## src/rtl/mslbt_pkg.sv

```systemverilog
`timescale 1ns / 1ps
// ----------------------------------------------------------------------------
// mslbt_pkg: shared types and constants for the multi-slot LED blink timer
// Slot count, LED count, field widths, command codes and slot interface types.
// ----------------------------------------------------------------------------
package mslbt_pkg;

    localparam int SLOTS     = 4;
    localparam int LED_COUNT = 4;

    localparam int LED_ID_W  = 2;
    localparam int REPEAT_W  = 16;
    localparam int TICKS_W   = 24;
    localparam int OUT_BITS  = 4;   // LEDs and slots shown in a result

    // input tdata: led_id, repeat_count, on_ticks, off_ticks, padded to bytes
    localparam int IN_FIELDS_W = LED_ID_W + REPEAT_W + 2 * TICKS_W;
    localparam int IN_TDATA_W  = ((IN_FIELDS_W + 7) / 8) * 8;
    // output tdata: led_levels, start_taken, active_slots, padded to bytes
    localparam int OUT_FIELDS_W = OUT_BITS + 1 + OUT_BITS;
    localparam int OUT_TDATA_W  = ((OUT_FIELDS_W + 7) / 8) * 8;

    localparam logic CMD_TICK  = 1'b0;
    localparam logic CMD_START = 1'b1;

    typedef struct packed {
        logic tick;     // handle a millisecond tick
        logic load;     // claim this slot for a start request
    } slot_ctl_t;

    typedef struct packed {
        logic [LED_ID_W-1:0] led;
        logic [REPEAT_W-1:0] repeats;
        logic [TICKS_W-1:0]  on_ticks;
        logic [TICKS_W-1:0]  off_ticks;
    } slot_load_t;

    typedef struct packed {
        logic [LED_ID_W-1:0] led;       // LED this slot drives
        logic                led_on;    // switch LED on this tick
        logic                led_off;   // switch LED off this tick
        logic                active;    // count nonzero now
        logic                active_next;
    } slot_stat_t;

endpackage

```

## src/rtl/mslbt_slot.sv

```systemverilog
`timescale 1ns / 1ps
// ----------------------------------------------------------------------------
// mslbt_slot: one blink slot
// Holds the repeat count, reload values, running timers and LED number of a
// slot; loads on a start request and steps its timers on a tick.
// ----------------------------------------------------------------------------
module mslbt_slot
    import mslbt_pkg::*;
(
    input  logic       clk,
    input  logic       rst_n,
    input  logic       advance,
    input  slot_ctl_t  ctl,
    input  slot_load_t load_data,
    output slot_stat_t stat
);

    logic [REPEAT_W-1:0] repeats_reg,    repeats_next;
    logic [TICKS_W-1:0]  on_reload_reg,  on_reload_next;
    logic [TICKS_W-1:0]  off_reload_reg, off_reload_next;
    logic [TICKS_W-1:0]  on_left_reg,    on_left_next;
    logic [TICKS_W-1:0]  off_left_reg,   off_left_next;
    logic [LED_ID_W-1:0] led_reg,        led_next;
    logic                ev_on, ev_off;

    always_comb
    begin
        repeats_next    = repeats_reg;
        on_reload_next  = on_reload_reg;
        off_reload_next = off_reload_reg;
        on_left_next    = on_left_reg;
        off_left_next   = off_left_reg;
        led_next        = led_reg;
        ev_on           = 1'b0;
        ev_off          = 1'b0;
        if (ctl.load)
        begin
            repeats_next    = load_data.repeats;
            on_reload_next  = load_data.on_ticks;
            off_reload_next = load_data.off_ticks;
            on_left_next    = load_data.on_ticks;
            off_left_next   = load_data.off_ticks;
            led_next        = load_data.led;
        end
        else if (ctl.tick && repeats_reg != '0)
        begin
            if (on_left_reg != '0)
            begin
                on_left_next = on_left_reg - TICKS_W'(1);
                ev_off       = (on_left_reg == TICKS_W'(1));
            end
            else if (off_left_reg != '0)
            begin
                off_left_next = off_left_reg - TICKS_W'(1);
                if (off_left_reg == TICKS_W'(1))
                begin
                    repeats_next = repeats_reg - REPEAT_W'(1);
                    // another repeat to go: reload both timers, LED back on
                    if (repeats_reg != REPEAT_W'(1))
                    begin
                        on_left_next  = on_reload_reg;
                        off_left_next = off_reload_reg;
                        ev_on         = 1'b1;
                    end
                end
            end
        end
    end

    always_ff @(posedge clk or negedge rst_n)
    begin
        if (!rst_n)
        begin
            repeats_reg    <= '0;
            on_reload_reg  <= '0;
            off_reload_reg <= '0;
            on_left_reg    <= '0;
            off_left_reg   <= '0;
            led_reg        <= '0;
        end
        else if (advance)
        begin
            repeats_reg    <= repeats_next;
            on_reload_reg  <= on_reload_next;
            off_reload_reg <= off_reload_next;
            on_left_reg    <= on_left_next;
            off_left_reg   <= off_left_next;
            led_reg        <= led_next;
        end
    end

    assign stat.led         = led_reg;
    assign stat.led_on      = ev_on;
    assign stat.led_off     = ev_off;
    assign stat.active      = (repeats_reg != '0);
    assign stat.active_next = (repeats_next != '0);

endmodule

```

## src/rtl/multi_slot_led_blink_timer_top.sv

```systemverilog
`timescale 1ns / 1ps
// ----------------------------------------------------------------------------
// multi_slot_led_blink_timer_top: multi-slot LED blink timer
// Ticks and start requests drive a bank of blink slots; one result per item.
//
//  channel | dir | signals                          | carries
//  --------+-----+----------------------------------+---------------------------
//  s_*     | in  | tvalid tready tdata[71:0] tuser  | tick or start request
//  m_*     | out | tvalid tready tdata[15:0]        | LED levels, taken, active
//
// An item is registered on transfer, handled by the slot logic and LED
// resolve once the result register is free or being taken, and lands in the
// result register; one item per cycle is sustained while results are taken.
// A held result stalls the input register; s_tready stays high while the
// result register is free or being taken. Reset clears all slots and LEDs.
// ----------------------------------------------------------------------------
module multi_slot_led_blink_timer_top
    import mslbt_pkg::*;
(
    input  logic                   clk,
    input  logic                   rst_n,
    input  logic                   s_tvalid,
    output logic                   s_tready,
    // [1:0] led_id, [17:2] repeat_count, [41:18] on_ticks, [65:42] off_ticks
    input  logic [IN_TDATA_W-1:0]  s_tdata,
    // [0] cmd
    input  logic                   s_tuser,
    output logic                   m_tvalid,
    input  logic                   m_tready,
    // [3:0] led_levels, [4] start_taken, [8:5] active_slots
    output logic [OUT_TDATA_W-1:0] m_tdata
);

    // input register
    logic             in_valid_reg;
    logic             in_cmd_reg;
    slot_load_t       in_data_reg;

    // result register
    logic                out_valid_reg;
    logic [OUT_BITS-1:0] out_levels_reg, out_levels_next;
    logic                out_taken_reg,  out_taken_next;
    logic [OUT_BITS-1:0] out_active_reg, out_active_next;

    logic [LED_COUNT-1:0] led_drive_reg, led_drive_next;

    logic       advance;
    logic       found;
    slot_ctl_t  ctl      [SLOTS];
    slot_stat_t stat     [SLOTS];
    logic [SLOTS-1:0] active_now;

    assign advance  = in_valid_reg && (!out_valid_reg || m_tready);
    assign s_tready = !in_valid_reg || advance;

    always_ff @(posedge clk or negedge rst_n)
    begin
        if (!rst_n)
        begin
            in_valid_reg <= 1'b0;
        end
        else if (s_tready)
        begin
            in_valid_reg <= s_tvalid;
        end
    end

    always_ff @(posedge clk)
    begin
        if (s_tready && s_tvalid)
        begin
            in_cmd_reg            <= s_tuser;
            in_data_reg.led       <= s_tdata[LED_ID_W-1:0];
            in_data_reg.repeats   <= s_tdata[LED_ID_W +: REPEAT_W];
            in_data_reg.on_ticks  <= s_tdata[LED_ID_W + REPEAT_W +: TICKS_W];
            in_data_reg.off_ticks <= s_tdata[LED_ID_W + REPEAT_W + TICKS_W +: TICKS_W];
        end
    end

    // first free slot takes a start request
    always_comb
    begin
        found = 1'b0;
        for (int s = 0; s < SLOTS; s++)
        begin
            ctl[s].tick = (in_cmd_reg == CMD_TICK);
            ctl[s].load = 1'b0;
            if (in_cmd_reg == CMD_START && !found && !stat[s].active)
            begin
                ctl[s].load = 1'b1;
                found       = 1'b1;
            end
        end
    end

    genvar g;
    generate
        for (g = 0; g < SLOTS; g++)
        begin : g_slot
            mslbt_slot u_slot (
                .clk       (clk),
                .rst_n     (rst_n),
                .advance   (advance),
                .ctl       (ctl[g]),
                .load_data (in_data_reg),
                .stat      (stat[g])
            );
            assign active_now[g] = stat[g].active;
        end
    endgenerate

    // LED resolve: a taken start switches its LED on; on a tick, slots in index order, later slot wins
    always_comb
    begin
        led_drive_next = led_drive_reg;
        if (in_cmd_reg == CMD_START)
        begin
            if (found && int'(in_data_reg.led) < LED_COUNT)
                led_drive_next[in_data_reg.led] = 1'b1;
        end
        else
        begin
            for (int s = 0; s < SLOTS; s++)
            begin
                if (int'(stat[s].led) < LED_COUNT)
                begin
                    if (stat[s].led_on)
                        led_drive_next[stat[s].led] = 1'b1;
                    if (stat[s].led_off)
                        led_drive_next[stat[s].led] = 1'b0;
                end
            end
        end
    end

    always_comb
    begin
        out_levels_next = '0;
        out_active_next = '0;
        for (int i = 0; i < OUT_BITS; i++)
        begin
            if (i < LED_COUNT)
                out_levels_next[i] = led_drive_next[i];
            if (i < SLOTS)
                out_active_next[i] = stat[i].active_next;
        end
        out_taken_next = found;
    end

    always_ff @(posedge clk or negedge rst_n)
    begin
        if (!rst_n)
        begin
            led_drive_reg <= '0;
            out_valid_reg <= 1'b0;
        end
        else
        begin
            if (advance)
            begin
                led_drive_reg <= led_drive_next;
                out_valid_reg <= 1'b1;
            end
            else if (m_tready)
            begin
                out_valid_reg <= 1'b0;
            end
        end
    end

    always_ff @(posedge clk)
    begin
        if (advance)
        begin
            out_levels_reg <= out_levels_next;
            out_taken_reg  <= out_taken_next;
            out_active_reg <= out_active_next;
        end
    end

    assign m_tvalid = out_valid_reg;
    assign m_tdata  = {{(OUT_TDATA_W - OUT_FIELDS_W){1'b0}},
                       out_active_reg, out_taken_reg, out_levels_reg};

    // a tick never reports a taken start
    a_tick_not_taken: assert property (@(posedge clk) disable iff (!rst_n)
        advance && in_cmd_reg == CMD_TICK |=> !out_taken_reg)
        else $error("tick reported start_taken");

    // a start with every slot busy changes no LED
    a_full_no_change: assert property (@(posedge clk) disable iff (!rst_n)
        advance && in_cmd_reg == CMD_START && (&active_now)
        |=> !out_taken_reg && $stable(led_drive_reg))
        else $error("start taken with no free slot");

    // reported active slots match the slot bank while a result is held
    a_active_match: assert property (@(posedge clk) disable iff (!rst_n)
        out_valid_reg |-> out_active_reg == OUT_BITS'(active_now))
        else $error("active_slots out of step with slots");

    // input only stalls behind a held result
    a_stall_cause: assert property (@(posedge clk) disable iff (!rst_n)
        !s_tready |-> in_valid_reg && out_valid_reg && !m_tready)
        else $error("input stalled without a held result");

endmodule
```

## config.mk

```make
export PLATFORM = sky130hd
export DESIGN_NAME = multi_slot_led_blink_timer_top
export DESIGN_NICKNAME = d
export VERILOG_FILES = /design/src/rtl/mslbt_pkg.sv /design/src/rtl/mslbt_slot.sv /design/src/rtl/multi_slot_led_blink_timer_top.sv
export SDC_FILE = /design/constraint.sdc
export NUM_CORES = 1
export LEC_CHECK = 0
export BUFFER_PORTS_ARGS = -buffer_cell sky130_fd_sc_hd__buf_2
export CORE_MARGIN = 2
export CORE_UTILIZATION = 63
export DETAILED_ROUTE_END_ITERATION = 16
export PLACE_DENSITY_LB_ADDON = 0.12
export SKIP_LAST_GASP = 1
export SLEW_MARGIN = 20
export SYNTH_ARGS = -nofsm -noshare
export SYNTH_HDL_FRONTEND = slang
export SYNTH_HIERARCHICAL = 1
export SYNTH_SLANG_ARGS = --single-unit
```

## constraint.sdc

```tcl
create_clock -name clk -period 4.53 [get_ports clk]
set_input_delay 0.453 -clock clk [delete_from_list [all_inputs] [get_ports clk]]
set_output_delay 0.453 -clock clk [all_outputs]
set_load 0.1 [all_outputs]
```

### Yosys cells after proc, flatten, opt, wreduce, memory -nomap -nowiden

Index checks and enable logic that the tools add are counted.

* add/sub/neg operators: 12
* multiply operators: 0
* divide/modulo/power cells: 0
* order comparisons: 10
* equality and inequality tests: 16
* shift operators: 0
* mux-type cells: 140
* bitwise logic cells: 14
* reductions and logical operators: 78

Operators by type and width (number)
* 2-to-1 mux 24 bit: 48
* 2-to-1 mux 16 bit: 20
* equality test 24 x 1 -> 1 bit (second input constant): 8
* nonzero test 24 bit: 8
* subtractor 24 x 1 -> 24 bit (second input constant): 8
* nonzero test 16 bit: 8
* 2-to-1 mux 4 bit: 17
* != test 16 x 1 -> 1 bit (second input constant): 4
* subtractor 16 x 1 -> 16 bit (second input constant): 4
* 2-to-1 mux 1 bit: 50
* nonzero test 3 bit: 12
* OR 4 bit: 5
* AND reduction 5 bit: 4
* logical AND 1 bit: 18
* nonzero test 2 bit: 9
* bitwise AND 4 bit: 4
* NOT 4 bit: 4
* AND reduction 4 bit: 4
* less-than comparator 2 x 3 -> 1 bit (second input constant): 5
* demux 1 bit (select 2 bit): 5
* greater-or-equal comparator 2 x 1 -> 1 bit (second input constant): 5
* zero test 1 bit: 9
* != test 2 bit (second input constant): 4
* AND reduction 2 bit: 4
* 2 further kinds: 3

* bits in registers: 538
* latch bits: 0
* bits in writable memories: 0
* bits in read-only memories: 0
* bits of input ports: 77
* output and inout bits: 18
* logic and storage cells: 305
* memories kept: 0

### Longest topological paths before layout

Gate-level depths: netlist (run 1).

* word-level depth: 30
* gate-level depth with buffers: 18
* gate-level depth less buffers: 14

### Modules after synthesis

The synthesis (run 1) kept the hierarchy.

By module, submodules not included
* mslbt_slot (g_slot[0].u_slot ...): times used 2, cells each 778, area an instance 6967.9 um2, seq. area each 2852.7 um2
* mslbt_slot (g_slot[3].u_slot): times used 1, cells each 793, area an instance 6894.1 um2, seq. area each 2852.7 um2
* mslbt_slot (g_slot[2].u_slot): times used 1, cells each 765, area an instance 6841.6 um2, seq. area each 2852.7 um2
* multi_slot_led_blink_timer_top: times used 1, cells each 181, area an instance 3076.7 um2, seq. area each 2432.3 um2

### Least setup slack after synthesis (run 1)

OpenSTA, ideal clock, no wires.

* kind: register to register
* start point: register out_valid_reg, in the netlist m_tvalid
* end point: register in_cmd_reg (enable)
* library setup time: 0.432 ns
* arrival: 3.436 ns
* data required time: 4.098 ns
* slack: 0.662 ns
* cell stages (with the launch flop): 3
* path buffers: 0
* cells stage by stage: dfrtp_1 > nand3b_1 > and2_1

* word-level cells in the longest chain between the ends: 5

RTL lines
* from (decl): line multi_slot_led_blink_timer_top.sv:40 `logic out_valid_reg;`
* from (signal assigned): line multi_slot_led_blink_timer_top.sv:155 `out_valid_reg <= 1'b0;`
* from (signal assigned): line multi_slot_led_blink_timer_top.sv:162 `out_valid_reg <= 1'b1;`
* from (signal assigned): line multi_slot_led_blink_timer_top.sv:166 `out_valid_reg <= 1'b0;`
* zero test 1 bit: line multi_slot_led_blink_timer_top.sv:53 `assign advance = in_valid_reg && (!out_valid_reg || m_tready);`
* logical OR 1 bit: line multi_slot_led_blink_timer_top.sv:53
* logical AND 1 bit: line multi_slot_led_blink_timer_top.sv:53
* logical OR 1 bit: line multi_slot_led_blink_timer_top.sv:54 `assign s_tready = !in_valid_reg || advance;`
* named net s_tready: line multi_slot_led_blink_timer_top.sv:23 `output logic s_tready,`
* logical AND 1 bit: line multi_slot_led_blink_timer_top.sv:70 `if (s_tready && s_tvalid)`
* to (signal assigned): line multi_slot_led_blink_timer_top.sv:72 `in_cmd_reg <= s_tuser;`
* to (decl): line multi_slot_led_blink_timer_top.sv:36 `logic in_cmd_reg;`

The timed path passes the listed nets, and every way through them passes these cells.
A chain may end at the register's enable or synchronous reset.

==> flow_summary.yaml, run 1 <==
clocking:
  postCtsSetupBuffers: 0
  clkSinkCount: 538
  htree_levels: 2
  cts-root-buf: "clkbuf_16"
  cts_tree: "done"
  worstSkewPairLatency_ns: 0.61
  cts_buffer_depth: 3
  clk_pin_slew_ns: 0.06
  cts_buffers: 57
floorplan:
  die_w_um: 225
  io_pins: 95
  die-area_um2: 50600
  start_util_pct: 64.1
  num_rows: 80
  die_h_um: 225
  core_um2: 47900
sta:
  slew_headroom_pct: 32.2
  worst_pin_slew_ns: 1.02
  clock.fmax_mhz: 234
  skew_ns: 0.0209
  fin_crit_ns: 4.28
  worst_slack_ns: 0.254
  slew_viol_final: 0
  finalSetupViolCount: 0
  setup_tns_ns: 0
  rsz0062_at_grt: "no"
  post-route-period-util_pct: 94.4
  finalHoldViolCount: 0
pwr:
  p_per_area_nw_per_um2: 365
  p_leak_nw: 14.8
  ir_worst_vdd_mv: 0.347
routing:
  drt_pass1_iterations: 6
  wl_per_cell_um: 21.5
  ant_nets: 0
  drc: 0
  vias_per_cell: 6.64
  drt-initial-drc-count: 2675
  via_count: 26300
  wl_um: 85400
min_path:
  hp-class: "in2reg"
finish:
  num_antenna_cells: 0
  syn2layout_area_growth_pct: 9.27
  regArea_um2: 13800
  multi_input_area_um2: 15700
  post-route-cell-area_um2: 33600
  layout.nets: 3408
  n_fill_cell: 3636
  drive_gt1_share_pct: 16.6
critical_path:
  end_kind: "flip-flop"
  startpoint_type: "flip-flop"
  arrival_ns: 4.61
  worstPathMaxFanout: 9
  crit_type: "reg2reg"
  crit_required_ns: 4.86
grt:
  grt_pass1_wl_um: 137000
  grt_pass1_vias: 25300
  gr-total-overflow: 0
  antenna_found_initial: 0
  grt_usage_pct: 33.9
  grt_max_degree: 119
place:
  place_ws_ns: 0.236
  dp_hpwl_um: 57600
  gp_congestion: 0.968
  portBuffers: 81
  placed_area_um2: 31600
yosys:
  avgSynthCellArea_um2: 9.33
  yosysTopAreaCell: "dfrtp_1"
  synth-edff-count: 76
  synth_cell_types: 98
  synthesis.area_um2: 30700
  yosys_register_bits: 538
  yosys-top-cells-count: "dfrtp_1 (462), nor2_1 (423), a21oi_1 (327)"
  seq_area_frac_synth_pct: 45.0
  async_flop_share_pct: 85.9
  synth_most_common_cell: "dfrtp_1"
  synthesis.instances: 3295
  yosysTopAreaCellShare_pct: 37.6
  ys.flop_type: "dfrtp_1"
  yosysWarnings: 6
  synthTopCellsByArea: "dfrtp_1 (38%), mux2_2 (8.1%), edfxtp_1 (7.4%), a21oi_1 (5.3%), nor2_1 (5.2%)"
flow_run:
  cap_violations: 0
run_status:
  outcome: "completed"
-- layout by cell type, fill, tap and decap left out, types with 18 or more instances in the layout --
cell type and instances:
or3_1 36, dfrtp_1 462, a211oi_1 87, edfxtp_1 76
clkbuf_16 59, nor3_1 99, inv_1 68, or4_1 38
nand2_1 206, or2_2 19, xnor2_1 60, a21oi_1 327
o211ai_1 20, a22o_1 22, nor4_1 85, nand4_1 35
xor2_1 49, nand3_1 67, nand2b_1 30, buf_2 80
ha_1 28, buf_4 59, a31oi_1 19, nor2_1 419
mux2_2 220, o21ai_0 267, o31ai_1 18
-- kinds of logic (layout without fill, tap and decap cells) --
group,Yosys count,count (layout),synth area share (%)
other,1,7,0.0122
adder cells (fa/ha/maj),28,28,1.14
XOR/XNOR,109,109,3.10
multiplexers,236,236,8.58
flip-flops,538,538,45.0
AO/OA/AOI/OAI,893,893,17.6
AND/OR/NAND/NOR,1198,1198,20.2
buffers and inverters,292,339,4.28
-- area by class of cell --
cell class	instances	area share [%]
clock buffers	87	5.03
clock inverters	17	0.488
inverters	70	0.789
multi-input cells	2471	46.7
flip-flops and latches	538	41.2
well taps	615	2.29
repair buffers	165	3.51
-- final timing paths --
path / start / endpoint / slack, ns / cells after the start
min in group asynchronous: rst_n / g_slot[1].u_slot/on_reload_reg[23]$_DFFE_PN0P_ / 0.49 / 2
max: g_slot[0].u_slot/repeats_reg[0]$_DFFE_PN0P_ / out_levels_reg[2]$_DFFE_PP_ / 0.25 / 15
min reg2reg: g_slot[0].u_slot/on_reload_reg[23]$_DFFE_PN0P_ / g_slot[0].u_slot/on_reload_reg[23]$_DFFE_PN0P_ / 0.49 / 1
max reg2reg: g_slot[0].u_slot/repeats_reg[0]$_DFFE_PN0P_ / out_levels_reg[2]$_DFFE_PP_ / 0.25 / 15
min: s_tdata[46] / in_data_reg[4]$_DFFE_PP_ / 0.02 / 1
max in group asynchronous: rst_n / g_slot[1].u_slot/on_reload_reg[3]$_DFFE_PN0P_ / 2.88 / 3
-- where the power goes --
part | total, W | switching, W | internal [W]
Clock | 0.00467 | 0.00194 | 0.00273
Sequential | 0.00579 | 0.000514 | 0.00527
Combinational | 0.00182 | 0.00117 | 0.000652
Total | 0.0123 | 0.00362 | 0.00865
-- repair_timing --
item / 4_1_cts / 5_1_grt
endpoints found under the hold margin: 63 / 0
endpoints found under the setup margin: 0 / 1
gates resized for setup: 0 / 1
hold buffers: 17 / 0
-- critical path: stages, from the launching register on --
cell      delay [ns]
dfrtp_1         0.45
inv_1           0.08
ha_1            0.19
or3b_1          0.41
or2_1           0.36
or3_1           0.55
nand2_1         0.22
nor2_4          0.06
nor2_1          0.18
nand2_1         0.13
nor4_1          0.34
buf_4           0.24
nand3b_1        0.14
o22ai_1         0.09
o311ai_2        0.39
o211ai_1        0.14
-- through the flow --
step           util [%]  total power, W  hold WS [ns]  instances
2_1_floorplan         -         0.00696         0.157       3301
3_3_place_gp       65.8         0.00754         0.470       3842
3_5_place_dp       65.8         0.00762         0.486       3842
4_1_cts            70.1          0.0123       0.00135       3963
5_1_grt            70.1          0.0128       0.00856       3963
6_report           70.1          0.0123        0.0216       3963
-- metal layers --
metal | vias up | track usage, % | share of wire, %
met1 | 12900 | 44.7 | 41
met2 | 1066 | 55.8 | 48
li1 | 12100 | - | -
met3 | 234 | 4.29 | 6.1
met5 | - | 0 | 0
met4 | 0 | 16.5 | 5.0
No activity file was read; power rests on OpenSTA's default activity.
==> run 2: changes to the inputs <==
--- a/config.mk
+++ b/config.mk
@@ -10,6 +10,7 @@
 export CORE_UTILIZATION = 63
 export DETAILED_ROUTE_END_ITERATION = 16
 export PLACE_DENSITY_LB_ADDON = 0.12
+export RECOVER_POWER = 100
 export SKIP_LAST_GASP = 1
 export SLEW_MARGIN = 20
 export SYNTH_ARGS = -nofsm -noshare
==> run 2 against run 1 <==
The flow now finishes with violations (capacitance limit, slew limit). Global-route usage is the same. Non-clock buffer count is the same. Final cell count is the same. Sequential cell count is the same. Sequential power is essentially flat. Worst hold slack gained 0.0024 ns. Largest power group unchanged.
==> flow_summary.yaml, run 2 (synthesis gave the netlist of run 1 again) <==
run_status:
  outcome: "complete, but fails checks"
  violations: "capacitance limit, slew limit"
pwr:
  p_sw_w: 0.00363
  seqPwrFrac_pct: 47.2
  intPower_w: 0.00865
  p_leak_nw: 14.6
  swShare_pct: 29.6
  p_per_area_nw_per_um2: 368
  power_frac_clock_pct: 38.1
  ir_worst_vdd_mv: 0.347
  p_comb_share_pct: 14.7
critical_path:
  cp_slowest_stage_delay_ns: 0.55
  arrival_ns: 4.61
  worstPathMaxFanout: 9
  reg2reg_slack_ns: 0.25
  cp_cell_sequence: "inv_1 -> ha_1 -> or3b_1 -> or2_1 -> or3_1 -> nand2_1 -> nor2_4 -> nor2_1 -> nand2_1 -> nor4_1 -> buf_4 -> nand3b_1 -> o22ai_1 -> o311ai_2 -> o211ai_1"
  cp_num_buf_inv: 2
  crit_type: "reg2reg"
  crit_family: "simple AND/OR/NAND/NOR gates"
  cp_slowest_cell: "or3_1"
  cp_common_cell: "nand2_1"
  crit_required_ns: 4.86
  end_kind: "flip-flop"
  startpoint_type: "flip-flop"
place:
  place_inst: 3842
  place_ws_ns: 0.236
  portBuffers: 81
  gp_congestion: 0.968
  dp_hpwl_um: 57600
grt:
  grt_usage_pct: 33.9
  grt_max_degree: 119
  gr-total-overflow: 0
  grt_pass1_wl_um: 137000
  antenna_found_initial: 0
  grt_pass1_vias: 25300
clocking:
  worstSkewPairLatency_ns: 0.61
  cts_tree: "done"
  clk_pin_slew_ns: 0.06
  cts_buffers: 57
  clkSinkCount: 538
  cts-root-buf: "clkbuf_16"
  cts_buffer_depth: 3
  postCtsSetupBuffers: 0
  htree_levels: 2
finish:
  num_antenna_cells: 0
  drive_gt1_share_pct: 14.7
  final_cell_mix: "dfrtp_1 (462), nor2_1 (419), a21oi_1 (327)"
  mostFrequentLayoutCell: "dfrtp_1"
  syn2layout_area_growth_pct: 8.61
  layout.nets: 3408
  final_cells: 3963
sta:
  rsz0062_at_grt: "no"
  worst_slack_ns: 0.247
  setup_tns_ns: 0
  skew_ns: 0.0224
  slew_viol_final: 183
  clock.fmax_mhz: 233
  fin_crit_ns: 4.28
  finalSetupViolCount: 0
  post-route-period-util_pct: 94.5
  finalHoldViolCount: 0
  slew_headroom_pct: -127
  worst_pin_slew_ns: 3.41
floorplan:
  die_w_um: 225
  io_pins: 95
  die-area_um2: 50600
  start_util_pct: 64.1
  num_rows: 80
  die_h_um: 225
  core_um2: 47900
routing:
  drc: 0
  drt-initial-drc-count: 2722
  ant_nets: 0
  vias_per_cell: 6.62
  via_count: 26300
  wl_per_cell_um: 21.6
  drt_pass1_iterations: 6
  wl_um: 85400
min_path:
  hp-class: "in2reg"
flow_run:
  cap_violations: 2
-- run 2: power by group through the flow --
stage | registers [W] | clock network (W) | logic (W)
global placement | 0.00583 | 0 | 0.00171
CTS | 0.00577 | 0.00474 | 0.00179
floorplan | 0.00569 | 0 | 0.00128
global route | 0.00584 | 0.00492 | 0.00204
detailed placement | 0.00585 | 0 | 0.00177
finish | 0.00579 | 0.00468 | 0.00180
-- run 2: worst paths after layout --
check / depth (start not counted) / start / end
max: 15 / g_slot[0].u_slot/repeats_reg[0]$_DFFE_PN0P_ / out_levels_reg[2]$_DFFE_PP_
min: 1 / s_tdata[46] / in_data_reg[4]$_DFFE_PP_
max reg2reg: 15 / g_slot[0].u_slot/repeats_reg[0]$_DFFE_PN0P_ / out_levels_reg[2]$_DFFE_PP_
min reg2reg: 1 / g_slot[0].u_slot/on_reload_reg[23]$_DFFE_PN0P_ / g_slot[0].u_slot/on_reload_reg[23]$_DFFE_PN0P_
max in group asynchronous: 3 / rst_n / g_slot[1].u_slot/off_reload_reg[16]$_DFFE_PN0P_
min in group asynchronous: 2 / rst_n / g_slot[1].u_slot/on_reload_reg[23]$_DFFE_PN0P_
-- run 2: timing repair --
item | 4_1_cts | 5_1_grt
hold endpoints to repair | 63 | 0
gates resized for setup | 0 | 1
hold buffers | 17 | 0
setup endpoints to repair | 0 | 1
-- run 2: per-stage QoR --
| step | utilization, % | total power [W] | hold slack, ns | instance area (um^2) |
|---|---|---|---|---|
| after floorplan | - | 0.00696 | 0.157 | 30800 |
| after global placement | 65.8 | 0.00754 | 0.470 | 31600 |
| after detailed placement | 65.8 | 0.00762 | 0.486 | 31600 |
| after CTS | 70.1 | 0.0123 | 0.00135 | 33600 |
| after global routing | 69.7 | 0.0128 | 0.00856 | 33400 |
| final | 69.7 | 0.0123 | 0.0241 | 33400 |
-- run 2: worst reg2reg max path: stages, from the launching register on --
cell	delay [ns]
dfrtp_1	0.45
inv_1	0.08
ha_1	0.19
or3b_1	0.41
or2_1	0.35
or3_1	0.55
nand2_1	0.22
nor2_4	0.06
nor2_1	0.19
nand2_1	0.14
nor4_1	0.33
buf_4	0.23
nand3b_1	0.15
o22ai_1	0.09
o311ai_2	0.39
o211ai_1	0.14
-- run 2: final cells by class --
type	instances	area [um^2]
Clock inverter	17	164
Inverter	70	265
Tap cell	615	769
Multi-Input combinational cell	2471	15600
Sequential cell	538	13800
Timing Repair Buffer	165	1050
Fill cell	3683	14600
Clock buffer	87	1690
-- run 2: metal layers --
metal	global-route usage (%)	up-vias	part of all wire (%)	wire length (um)
met5	0	-	0	0
met1	44.7	12900	41	35500
li1	-	12100	-	-
met4	16.5	0	5.1	4330
met3	4.29	226	5.8	4980
met2	55.8	1030	48	40700
